===== src/rtl/ibtld_pkg.sv =====
package ibtld_pkg;

  localparam int SAMPLE_W   = 16;
  localparam int TIME_W     = 32;
  localparam int SUM_W      = 32;
  localparam int CNT_W      = 16;
  localparam int SQ_W       = 32;
  localparam int NUM_AXES   = 6;
  localparam int ACC_AXES   = 3;
  localparam int AXIS_W     = 3;
  localparam int IN_W       = TIME_W + NUM_AXES * SAMPLE_W;
  localparam int OUT_W      = NUM_AXES * SAMPLE_W;
  localparam int USER_W     = 2;
  localparam int CFG_IDX_W  = 2;
  localparam int CFG_DATA_W = 32;
  localparam int MINCNT_W   = 3;

  localparam logic [CFG_IDX_W-1:0] CFG_TARE_END  = 2'd0;
  localparam logic [CFG_IDX_W-1:0] CFG_THRESHOLD = 2'd1;
  localparam logic [CFG_IDX_W-1:0] CFG_MIN_COUNT = 2'd2;

  localparam logic [SAMPLE_W-1:0]   RST_TARE_END  = 16'd5000;
  localparam logic [SQ_W-1:0]       RST_THRESHOLD = 32'd26214400;
  localparam logic [MINCNT_W-1:0]   RST_MIN_COUNT = 3'd2;

  typedef logic signed [SAMPLE_W-1:0] sample_t;

  typedef struct packed {
    logic              load_in;
    logic              corr;
    logic              div_start;
    logic              div_store;
    logic              sq_step;
    logic              finish;
    logic [AXIS_W-1:0] axis;
  } ibtld_cmd_t;

  typedef struct packed {
    logic closing;
    logic div_done;
    logic out_free;
  } ibtld_sts_t;

  function automatic sample_t sat16(input logic signed [SAMPLE_W:0] v);
    sample_t res;
    if (v > 17'sd32767) begin
      res = 16'sh7FFF;
    end else if (v < -17'sd32768) begin
      res = 16'sh8000;
    end else begin
      res = v[SAMPLE_W-1:0];
    end
    return res;
  endfunction

endpackage


===== src/rtl/ibtld_div.sv =====
module ibtld_div (
  input  logic                                clk,
  input  logic                                rst_n,
  input  logic                                start,
  input  logic signed [ibtld_pkg::SUM_W-1:0]  dividend,
  input  logic [ibtld_pkg::CNT_W-1:0]         divisor,
  output logic                                busy,
  output logic                                done,
  output ibtld_pkg::sample_t                  quotient
);
  import ibtld_pkg::*;

  localparam int STEPS  = SUM_W;
  localparam int STEP_W = $clog2(STEPS);

  logic [STEP_W-1:0] step_r;
  logic              busy_r;
  logic              done_r;
  logic              neg_r;
  logic [SUM_W-1:0]  quo_r;
  logic [CNT_W-1:0]  rem_r;
  logic [CNT_W-1:0]  den_r;
  logic [CNT_W:0]    trial;
  logic [CNT_W:0]    diff;
  logic              fits;

  assign trial = {rem_r, quo_r[SUM_W-1]};
  assign diff  = trial - {1'b0, den_r};
  assign fits  = trial >= {1'b0, den_r};

  always_ff @(posedge clk) begin
    if (!rst_n) begin
      busy_r <= 1'b0;
      done_r <= 1'b0;
      step_r <= '0;
    end else begin
      done_r <= 1'b0;
      if (start) begin
        busy_r <= 1'b1;
        step_r <= '0;
      end else if (busy_r) begin
        step_r <= step_r + 1'b1;
        if (step_r == STEP_W'(STEPS - 1)) begin
          busy_r <= 1'b0;
          done_r <= 1'b1;
        end
      end
    end
  end

  always_ff @(posedge clk) begin
    if (start) begin
      neg_r <= dividend[SUM_W-1];
      quo_r <= dividend[SUM_W-1] ? (~dividend + 1'b1) : dividend;
      rem_r <= '0;
      den_r <= divisor;
    end else if (busy_r) begin
      quo_r <= {quo_r[SUM_W-2:0], fits};
      rem_r <= fits ? diff[CNT_W-1:0] : trial[CNT_W-1:0];
    end
  end

  always_comb begin
    if (!neg_r) begin
      quotient = (quo_r > 32'd32767) ? 16'sh7FFF : quo_r[SAMPLE_W-1:0];
    end else begin
      quotient = (quo_r > 32'd32768) ? 16'sh8000 : (~quo_r[SAMPLE_W-1:0] + 1'b1);
    end
  end

  assign busy = busy_r;
  assign done = done_r;

endmodule


===== src/rtl/ibtld_dp.sv =====
module ibtld_dp #(
  parameter int WINDOW_LEN       = 5,
  parameter int MAX_TARE_SAMPLES = 65535
) (
  input  logic                                  clk,
  input  logic                                  rst_n,
  input  logic                                  cfg_valid,
  input  logic [ibtld_pkg::CFG_IDX_W-1:0]       cfg_index,
  input  logic [ibtld_pkg::CFG_DATA_W-1:0]      cfg_data,
  input  logic [ibtld_pkg::IN_W-1:0]            in_tdata,
  output logic                                  out_tvalid,
  input  logic                                  out_tready,
  output logic [ibtld_pkg::OUT_W-1:0]           out_tdata,
  output logic [ibtld_pkg::USER_W-1:0]          out_tuser,
  input  ibtld_pkg::ibtld_cmd_t                 cmd,
  output ibtld_pkg::ibtld_sts_t                 sts
);
  import ibtld_pkg::*;

  localparam int FILL_W = $clog2(WINDOW_LEN + 1);

  logic [SAMPLE_W-1:0]   tare_end_r;
  logic [SQ_W-1:0]       thr_r;
  logic [MINCNT_W-1:0]   min_cnt_r;

  logic [TIME_W-1:0]     time_r;
  sample_t               s_r    [NUM_AXES];
  sample_t               o_r    [NUM_AXES];
  sample_t               o_nxt  [NUM_AXES];
  logic signed [SUM_W-1:0] sum_r [NUM_AXES];
  sample_t               bias_r [NUM_AXES];
  logic [CNT_W-1:0]      cnt_r;
  logic                  tare_fin_r;
  logic [SQ_W-1:0]       mag_r;
  logic [WINDOW_LEN-1:0] win_r;
  logic [WINDOW_LEN-1:0] win_nxt;
  logic [WINDOW_LEN:0]   win_ext;
  logic [FILL_W-1:0]     fill_r;
  logic [FILL_W-1:0]     fill_nxt;
  logic [FILL_W-1:0]     pop;
  logic                  launch_r;
  logic                  launch_nxt;
  logic                  out_valid_r;
  logic [OUT_W-1:0]      out_data_r;
  logic [USER_W-1:0]     out_user_r;

  logic                  in_tare;
  logic                  accumulate;
  logic                  gt;
  logic signed [SQ_W-1:0] sq;
  sample_t               sq_sel;
  logic                  div_busy;
  logic                  div_done;
  sample_t               div_q;

  assign in_tare    = time_r < {{(TIME_W - SAMPLE_W){1'b0}}, tare_end_r};
  assign accumulate = !tare_fin_r && in_tare && (cnt_r < CNT_W'(MAX_TARE_SAMPLES));

  always_comb begin
    for (int i = 0; i < NUM_AXES; i++) begin
      if (tare_fin_r) begin
        o_nxt[i] = sat16({s_r[i][SAMPLE_W-1], s_r[i]} - {bias_r[i][SAMPLE_W-1], bias_r[i]});
      end else begin
        o_nxt[i] = s_r[i];
      end
    end
  end

  assign sq_sel = o_r[cmd.axis];
  assign sq     = sq_sel * sq_sel;

  assign gt      = mag_r > thr_r;
  assign win_ext = {win_r, gt};
  assign win_nxt = win_ext[WINDOW_LEN-1:0];
  assign fill_nxt = (fill_r < FILL_W'(WINDOW_LEN)) ? fill_r + 1'b1 : fill_r;

  always_comb begin
    pop = '0;
    for (int i = 0; i < WINDOW_LEN; i++) begin
      pop = pop + FILL_W'(win_nxt[i]);
    end
  end

  assign launch_nxt = launch_r ||
                      ((fill_nxt == FILL_W'(WINDOW_LEN)) && (32'(pop) >= 32'(min_cnt_r)));

  ibtld_div u_div (
    .clk      (clk),
    .rst_n    (rst_n),
    .start    (cmd.div_start),
    .dividend (sum_r[cmd.axis]),
    .divisor  (cnt_r),
    .busy     (div_busy),
    .done     (div_done),
    .quotient (div_q)
  );

  always_ff @(posedge clk) begin
    if (!rst_n) begin
      tare_end_r <= RST_TARE_END;
      thr_r      <= RST_THRESHOLD;
      min_cnt_r  <= RST_MIN_COUNT;
    end else if (cfg_valid) begin
      case (cfg_index)
        CFG_TARE_END:  tare_end_r <= cfg_data[SAMPLE_W-1:0];
        CFG_THRESHOLD: thr_r      <= cfg_data[SQ_W-1:0];
        CFG_MIN_COUNT: min_cnt_r  <= cfg_data[MINCNT_W-1:0];
        default: ;
      endcase
    end
  end

  always_ff @(posedge clk) begin
    if (cmd.load_in) begin
      time_r <= in_tdata[TIME_W-1:0];
      for (int i = 0; i < NUM_AXES; i++) begin
        s_r[i] <= in_tdata[TIME_W + i*SAMPLE_W +: SAMPLE_W];
      end
    end
    if (cmd.corr) begin
      o_r   <= o_nxt;
      mag_r <= '0;
    end else if (cmd.sq_step) begin
      mag_r <= mag_r + SQ_W'(sq);
    end
    if (cmd.finish) begin
      for (int i = 0; i < NUM_AXES; i++) begin
        out_data_r[i*SAMPLE_W +: SAMPLE_W] <= o_r[i];
      end
      out_user_r <= {launch_nxt, tare_fin_r};
    end
  end

  always_ff @(posedge clk) begin
    if (!rst_n) begin
      for (int i = 0; i < NUM_AXES; i++) begin
        sum_r[i]  <= '0;
        bias_r[i] <= '0;
      end
      cnt_r       <= '0;
      tare_fin_r  <= 1'b0;
      win_r       <= '0;
      fill_r      <= '0;
      launch_r    <= 1'b0;
      out_valid_r <= 1'b0;
    end else begin
      if (cmd.corr) begin
        if (accumulate) begin
          for (int i = 0; i < NUM_AXES; i++) begin
            sum_r[i] <= sum_r[i] + SUM_W'(s_r[i]);
          end
          cnt_r <= cnt_r + 1'b1;
        end
        if (sts.closing) begin
          tare_fin_r <= 1'b1;
        end
      end
      if (cmd.div_store) begin
        bias_r[cmd.axis] <= (cnt_r == '0) ? '0 : div_q;
      end
      if (cmd.finish) begin
        win_r       <= win_nxt;
        fill_r      <= fill_nxt;
        launch_r    <= launch_nxt;
        out_valid_r <= 1'b1;
      end else if (out_tready) begin
        out_valid_r <= 1'b0;
      end
    end
  end

  assign sts.closing  = !tare_fin_r && !in_tare;
  assign sts.div_done = div_done;
  assign sts.out_free = !out_valid_r || out_tready;

  assign out_tvalid = out_valid_r;
  assign out_tdata  = out_data_r;
  assign out_tuser  = out_user_r;

  a_start_idle: assert property (@(posedge clk) disable iff (!rst_n)
    cmd.div_start |-> !div_busy) else $error("divider started while busy");
  a_tare_hold: assert property (@(posedge clk) disable iff (!rst_n)
    tare_fin_r |=> tare_fin_r) else $error("tare flag cleared");
  a_launch_full: assert property (@(posedge clk) disable iff (!rst_n)
    $rose(launch_r) |-> fill_r == FILL_W'(WINDOW_LEN)) else $error("launch before window full");
  a_finish_free: assert property (@(posedge clk) disable iff (!rst_n)
    cmd.finish |-> sts.out_free) else $error("result overwritten before transfer");

endmodule


===== src/rtl/ibtld_ctrl.sv =====
module ibtld_ctrl (
  input  logic                   clk,
  input  logic                   rst_n,
  input  logic                   in_tvalid,
  output logic                   in_tready,
  input  ibtld_pkg::ibtld_sts_t  sts,
  output ibtld_pkg::ibtld_cmd_t  cmd
);
  import ibtld_pkg::*;

  localparam logic [2:0] S_IDLE     = 3'd0;
  localparam logic [2:0] S_CORR     = 3'd1;
  localparam logic [2:0] S_DIV_GO   = 3'd2;
  localparam logic [2:0] S_DIV_WAIT = 3'd3;
  localparam logic [2:0] S_SQ       = 3'd4;
  localparam logic [2:0] S_FIN      = 3'd5;

  logic [2:0]        state_r;
  logic [2:0]        state_nxt;
  logic [AXIS_W-1:0] axis_r;
  logic [AXIS_W-1:0] axis_nxt;

  always_comb begin
    state_nxt     = state_r;
    axis_nxt      = axis_r;
    cmd           = '0;
    cmd.axis      = axis_r;
    in_tready     = 1'b0;
    case (state_r)
      S_IDLE: begin
        in_tready   = 1'b1;
        cmd.load_in = in_tvalid;
        if (in_tvalid) begin
          state_nxt = S_CORR;
        end
      end
      S_CORR: begin
        cmd.corr = 1'b1;
        axis_nxt = '0;
        state_nxt = sts.closing ? S_DIV_GO : S_SQ;
      end
      S_DIV_GO: begin
        cmd.div_start = 1'b1;
        state_nxt     = S_DIV_WAIT;
      end
      S_DIV_WAIT: begin
        if (sts.div_done) begin
          cmd.div_store = 1'b1;
          if (axis_r == AXIS_W'(NUM_AXES - 1)) begin
            axis_nxt  = '0;
            state_nxt = S_SQ;
          end else begin
            axis_nxt  = axis_r + 1'b1;
            state_nxt = S_DIV_GO;
          end
        end
      end
      S_SQ: begin
        cmd.sq_step = 1'b1;
        if (axis_r == AXIS_W'(ACC_AXES - 1)) begin
          state_nxt = S_FIN;
        end else begin
          axis_nxt = axis_r + 1'b1;
        end
      end
      S_FIN: begin
        if (sts.out_free) begin
          cmd.finish = 1'b1;
          state_nxt  = S_IDLE;
        end
      end
      default: begin
        state_nxt = S_IDLE;
      end
    endcase
  end

  always_ff @(posedge clk) begin
    if (!rst_n) begin
      state_r <= S_IDLE;
      axis_r  <= '0;
    end else begin
      state_r <= state_nxt;
      axis_r  <= axis_nxt;
    end
  end

endmodule


===== src/rtl/imu_bias_tare_launch_detect.sv =====
// A sample passes load, correction, three steps on the shared squaring multiplier
// and the output write, which waits while the output register is still full; the
// block takes no new sample until that write, and out_tvalid rises after it.
// The sample that closes the tare also runs six 32-step divisions, one after
// another on a single restoring divider, between correction and squaring.
// Reset is synchronous and active low; control state clears and the config registers take their reset values.
module imu_bias_tare_launch_detect #(
  parameter int WINDOW_LEN       = 5,
  parameter int MAX_TARE_SAMPLES = 65535
) (
  input  logic                              clk,
  input  logic                              rst_n,
  input  logic                              cfg_valid,
  output logic                              cfg_ready,
  input  logic [ibtld_pkg::CFG_IDX_W-1:0]   cfg_index,
  input  logic [ibtld_pkg::CFG_DATA_W-1:0]  cfg_data,
  input  logic                              in_tvalid,
  output logic                              in_tready,
  // time_ms, accel_x, accel_y, accel_z, rate_x, rate_y, rate_z
  input  logic [ibtld_pkg::IN_W-1:0]        in_tdata,
  output logic                              out_tvalid,
  input  logic                              out_tready,
  // out_accel_x, out_accel_y, out_accel_z, out_rate_x, out_rate_y, out_rate_z
  output logic [ibtld_pkg::OUT_W-1:0]       out_tdata,
  // tare_done, launch_detected
  output logic [ibtld_pkg::USER_W-1:0]      out_tuser
);
  import ibtld_pkg::*;

  ibtld_cmd_t cmd;
  ibtld_sts_t sts;

  assign cfg_ready = 1'b1;

  ibtld_ctrl u_ctrl (
    .clk       (clk),
    .rst_n     (rst_n),
    .in_tvalid (in_tvalid),
    .in_tready (in_tready),
    .sts       (sts),
    .cmd       (cmd)
  );

  ibtld_dp #(
    .WINDOW_LEN       (WINDOW_LEN),
    .MAX_TARE_SAMPLES (MAX_TARE_SAMPLES)
  ) u_dp (
    .clk        (clk),
    .rst_n      (rst_n),
    .cfg_valid  (cfg_valid),
    .cfg_index  (cfg_index),
    .cfg_data   (cfg_data),
    .in_tdata   (in_tdata),
    .out_tvalid (out_tvalid),
    .out_tready (out_tready),
    .out_tdata  (out_tdata),
    .out_tuser  (out_tuser),
    .cmd        (cmd),
    .sts        (sts)
  );

endmodule

===== config.mk =====
export PLATFORM = sky130hd
export DESIGN_NAME = imu_bias_tare_launch_detect
export DESIGN_NICKNAME = d
export VERILOG_FILES = /design/src/rtl/ibtld_pkg.sv /design/src/rtl/ibtld_div.sv /design/src/rtl/ibtld_dp.sv /design/src/rtl/ibtld_ctrl.sv /design/src/rtl/imu_bias_tare_launch_detect.sv
export SDC_FILE = /design/constraint.sdc
export NUM_CORES = 2
export LEC_CHECK = 0
export ABC_AREA = 1
export BUFFER_PORTS_ARGS = -buffer_cell sky130_fd_sc_hd__buf_2
export CORE_MARGIN = 2
export CORE_UTILIZATION = 58
export CTS_CLUSTER_DIAMETER = 30
export DETAILED_ROUTE_END_ITERATION = 7
export PLACE_DENSITY = 0.87
export SLEW_MARGIN = 20
export SYNTH_ARGS = -nofsm -noshare
export SYNTH_HDL_FRONTEND = slang
export SYNTH_SLANG_ARGS = --single-unit

===== constraint.sdc =====
create_clock -name clk -period 6.5 [get_ports clk]
set_input_delay 0.975 -clock clk [delete_from_list [all_inputs] [get_ports clk]]
set_output_delay 0.975 -clock clk [all_outputs]
set_load 0.005 [all_outputs]

==> flow_summary.toml <==
[layout]
final_cell_mix = "1476 x nand2_1, 1100 x inv_1, 965 x nor2_1, 659 x edfxtp_1, 558 x a21oi_1"
final_common_cell = "nand2_1"
drive_gt1_frac = 0.138
synthToLayoutAreaGrowth_pct = 19.1
stdcell_count = 9518
layout.nets = 8892

[cts]
htreeDepth = 4
cts-root-buf = "clkbuf_16"
clk_path_buf_depth = 3
cts_tree = "done"
clk_latency_ns = 0.82
cts.sinks = 800
cts_buffers = 179
clkSlewWorstSetupHoldPaths_ns = 0.05

[routing]
ant_nets = 0
route.detailed.drc = 0
viasPerCell = 5.89
wirelength_mm = 201
dr.pass1.iters = 7
first_iter_violations = 6537
via_count = 56000
wl_per_cell_um = 21.2

[synthesis]
yosysSeqAreaShare = 0.372
ys_types = 56
async_flop_share = 0
synth_fp_nets = 8375
ys_ff_latch = 800
ys.flop_type = "edfxtp_1"
avgSynthCellArea_um2 = 8.15
yosys_warnings = 0
synthesis.area_um2 = 60800
netlist_instances = 7458
synth_edf_count = 659

[sta]
fin_crit_ns = 6.63
setup_violations = 8
tightest_slew_ns = 1.20
slew_viol_final = 0
finClkSkew_ns = 0.0483
fin_crit_sh = 1.02
hold_violations = 0
fmax_ghz = 0.151
relSlewSlack = 0.200
setup_ws_ns = -0.131
rsz0062_at_grt = "yes"

[floorplan]
dieArea_um2 = 107000
floorplan.initialDensity = 0.586
die_h_um = 328
core-area_um2 = 104000
io_pins = 268
rows = 118
die_x_um = 328

[critical_path]
end_kind = "flop"
critical_path.max_fanout = 12
critPathMaxStageDelay_ns = 0.58
crit_family = "adder cells"
critical_path_arrival_ns = 7.28
slowest_stage = "fa_2"
path_buf_inv = 12
required_ns = 7.14
cp-start-kind = "flop"
path_class = "flop to flop"

[placement]
io_buffers = 266
hpwl_mm = 150
gp_congestion = 1.01
dp.cells = 9111

[global_route]
grt_pass1_wl_mm = 299
antenna_found_initial = 12
grt_pass1_vias = 54300
gr-usage-all-layers = 0.363
grt_overflow_total = 0
grt_start_max_net_pins = 129

[min_path]
hp-class = "input port to flop"

[run_status]
status = "finished with violations"
violations = "negative setup slack"

[flow_run]
max_cap_viol_count = 0
-- worst paths after layout --
| path | start | to | slack (ns) | cells after the start |
|---|---|---|---|---|
| worst max-delay path | u_ctrl.axis_r[0]$_SDFFE_PN0P_ | u_dp.mag_r[17]$_SDFFE_PN0N_ | -0.13 | 32 |
| worst min-delay path | in_tdata[79] | u_dp.s_r[2][15]$_DFFE_PP_ | 0.35 | 1 |
| worst max register to register | u_ctrl.axis_r[0]$_SDFFE_PN0P_ | u_dp.mag_r[17]$_SDFFE_PN0N_ | -0.13 | 32 |
| worst min register to register | u_dp.thr_r[19]$_SDFFE_PN0P_ | u_dp.thr_r[19]$_SDFFE_PN0P_ | 0.46 | 2 |
-- sequential cells by signal, summed over array words and instances, names as in the netlist, 2 cells and up, named ones only --
name	flops
u_dp.tare_end_r	16
u_dp.sum_r	192
u_dp.thr_r	32
u_dp.mag_r	32
u_dp.min_cnt_r	3
u_dp.out_tdata	96
u_dp.win_r	4
u_dp.time_r	32
u_ctrl.axis_r	3
u_dp.out_tuser	2
u_dp.bias_r	96
u_dp.u_div.den_r	16
u_dp.o_r	96
u_dp.s_r	96
u_dp.u_div.rem_r	16
u_dp.cnt_r	16
u_ctrl.state_r	3
u_dp.u_div.step_r	5
u_dp.u_div.quo_r	32
-- cells in the mapped netlist, types with 6 or more instances --
cell / instances / area, um^2
nand4_1: 71 / 444
buf_4: 6 / 45.0
buf_2: 62 / 310
or2_2: 41 / 257
o31ai_1: 17 / 128
clkbuf_1: 97 / 364
inv_1: 1142 / 4290
clkinv_1: 6 / 22.5
xor2_1: 176 / 1540
a31oi_1: 22 / 138
o21ai_1: 27 / 135
nor2_2: 8 / 50.1
nand3b_1: 28 / 210
o21bai_1: 40 / 300
a21o_1: 30 / 225
a21boi_0: 13 / 97.6
a21oi_1: 585 / 2930
nor4_1: 24 / 150
nand3_1: 342 / 1710
nor3_1: 77 / 385
xnor2_1: 53 / 464
o21ai_0: 364 / 1820
o22ai_1: 15 / 93.8
a32oi_1: 10 / 87.6
o211ai_1: 39 / 293
o21a_1: 30 / 225
nand2_1: 1517 / 5690
dfxtp_1: 141 / 2820
o221ai_1: 17 / 149
inv_2: 15 / 56.3
nor2_1: 989 / 3710
edfxtp_1: 659 / 19800
ha_1: 472 / 5910
fa_1: 278 / 5570
-- cells by family after synthesis --
logic type | after synthesis | share of synthesized area
xor gates and xnor gates | 229 | 0.0330
buffers and inverters | 1334 | 0.0841
other | 1 | 0.0000617
and+or+nand+nor | 3109 | 0.210
adders and majority gates | 750 | 0.189
DFF | 800 | 0.372
AOI/OAI and AO/OA | 1235 | 0.113
-- through the flow --
| stage | worst slack [ns] | hold slack, ns | cell area, um^2 | util | setup TNS (ns) |
|---|---|---|---|---|---|
| 6_report | -0.131 | 0.347 | 72400 | 0.698 | -0.457 |
| 5_1_grt | -0.324 | 0.331 | 72400 | 0.698 | -2.60 |
| 4_1_cts | -0.0711 | 0.315 | 71000 | 0.684 | -0.0711 |
| 3_5_place_dp | -0.205 | 0.452 | 64600 | 0.622 | -1.35 |
| 3_3_place_gp | -0.182 | 0.445 | 64600 | 0.622 | -0.536 |
| 2_1_floorplan | 0.0396 | 0.406 | 60800 | - | 0 |
-- per-layer routing --
metal | part of all wire | wire (um) | vias to the layer above | GRT usage
li1 | - | - | 25700 | -
met1 | 0.37 | 73700 | 26200 | 0.441
met2 | 0.45 | 90200 | 3273 | 0.571
met3 | 0.10 | 20500 | 924 | 0.0815
met4 | 0.084 | 17000 | 2 | 0.267
met5 | 0.000065 | 13 | - | 0
-- cell type report --
cell class	count	area, um^2
multi-input combinational	5324	34100
fill	7768	31400
sequential	800	22600
clock buffer	202	4620
inverter	1163	4400
timing repair buffer	506	3370
tap	1380	1730
clock inverter	129	1520
antenna	13	32.5
timing repair inverter	1	7.51
-- timing repair --
item / in CTS / in global routing
resized for setup: 38 / 303
endpoints found under the hold margin: 0 / 0
endpoints found under the setup margin: 16 / 21
hold buffers: 0 / 0
buffers inserted: 15 / 45
gates cloned: 1 / 4
pin swaps: 12 / 109
Power is left out: the tool's default activity adds up to more than one toggle a clock period on the data nets, which glitch-free logic cannot reach.
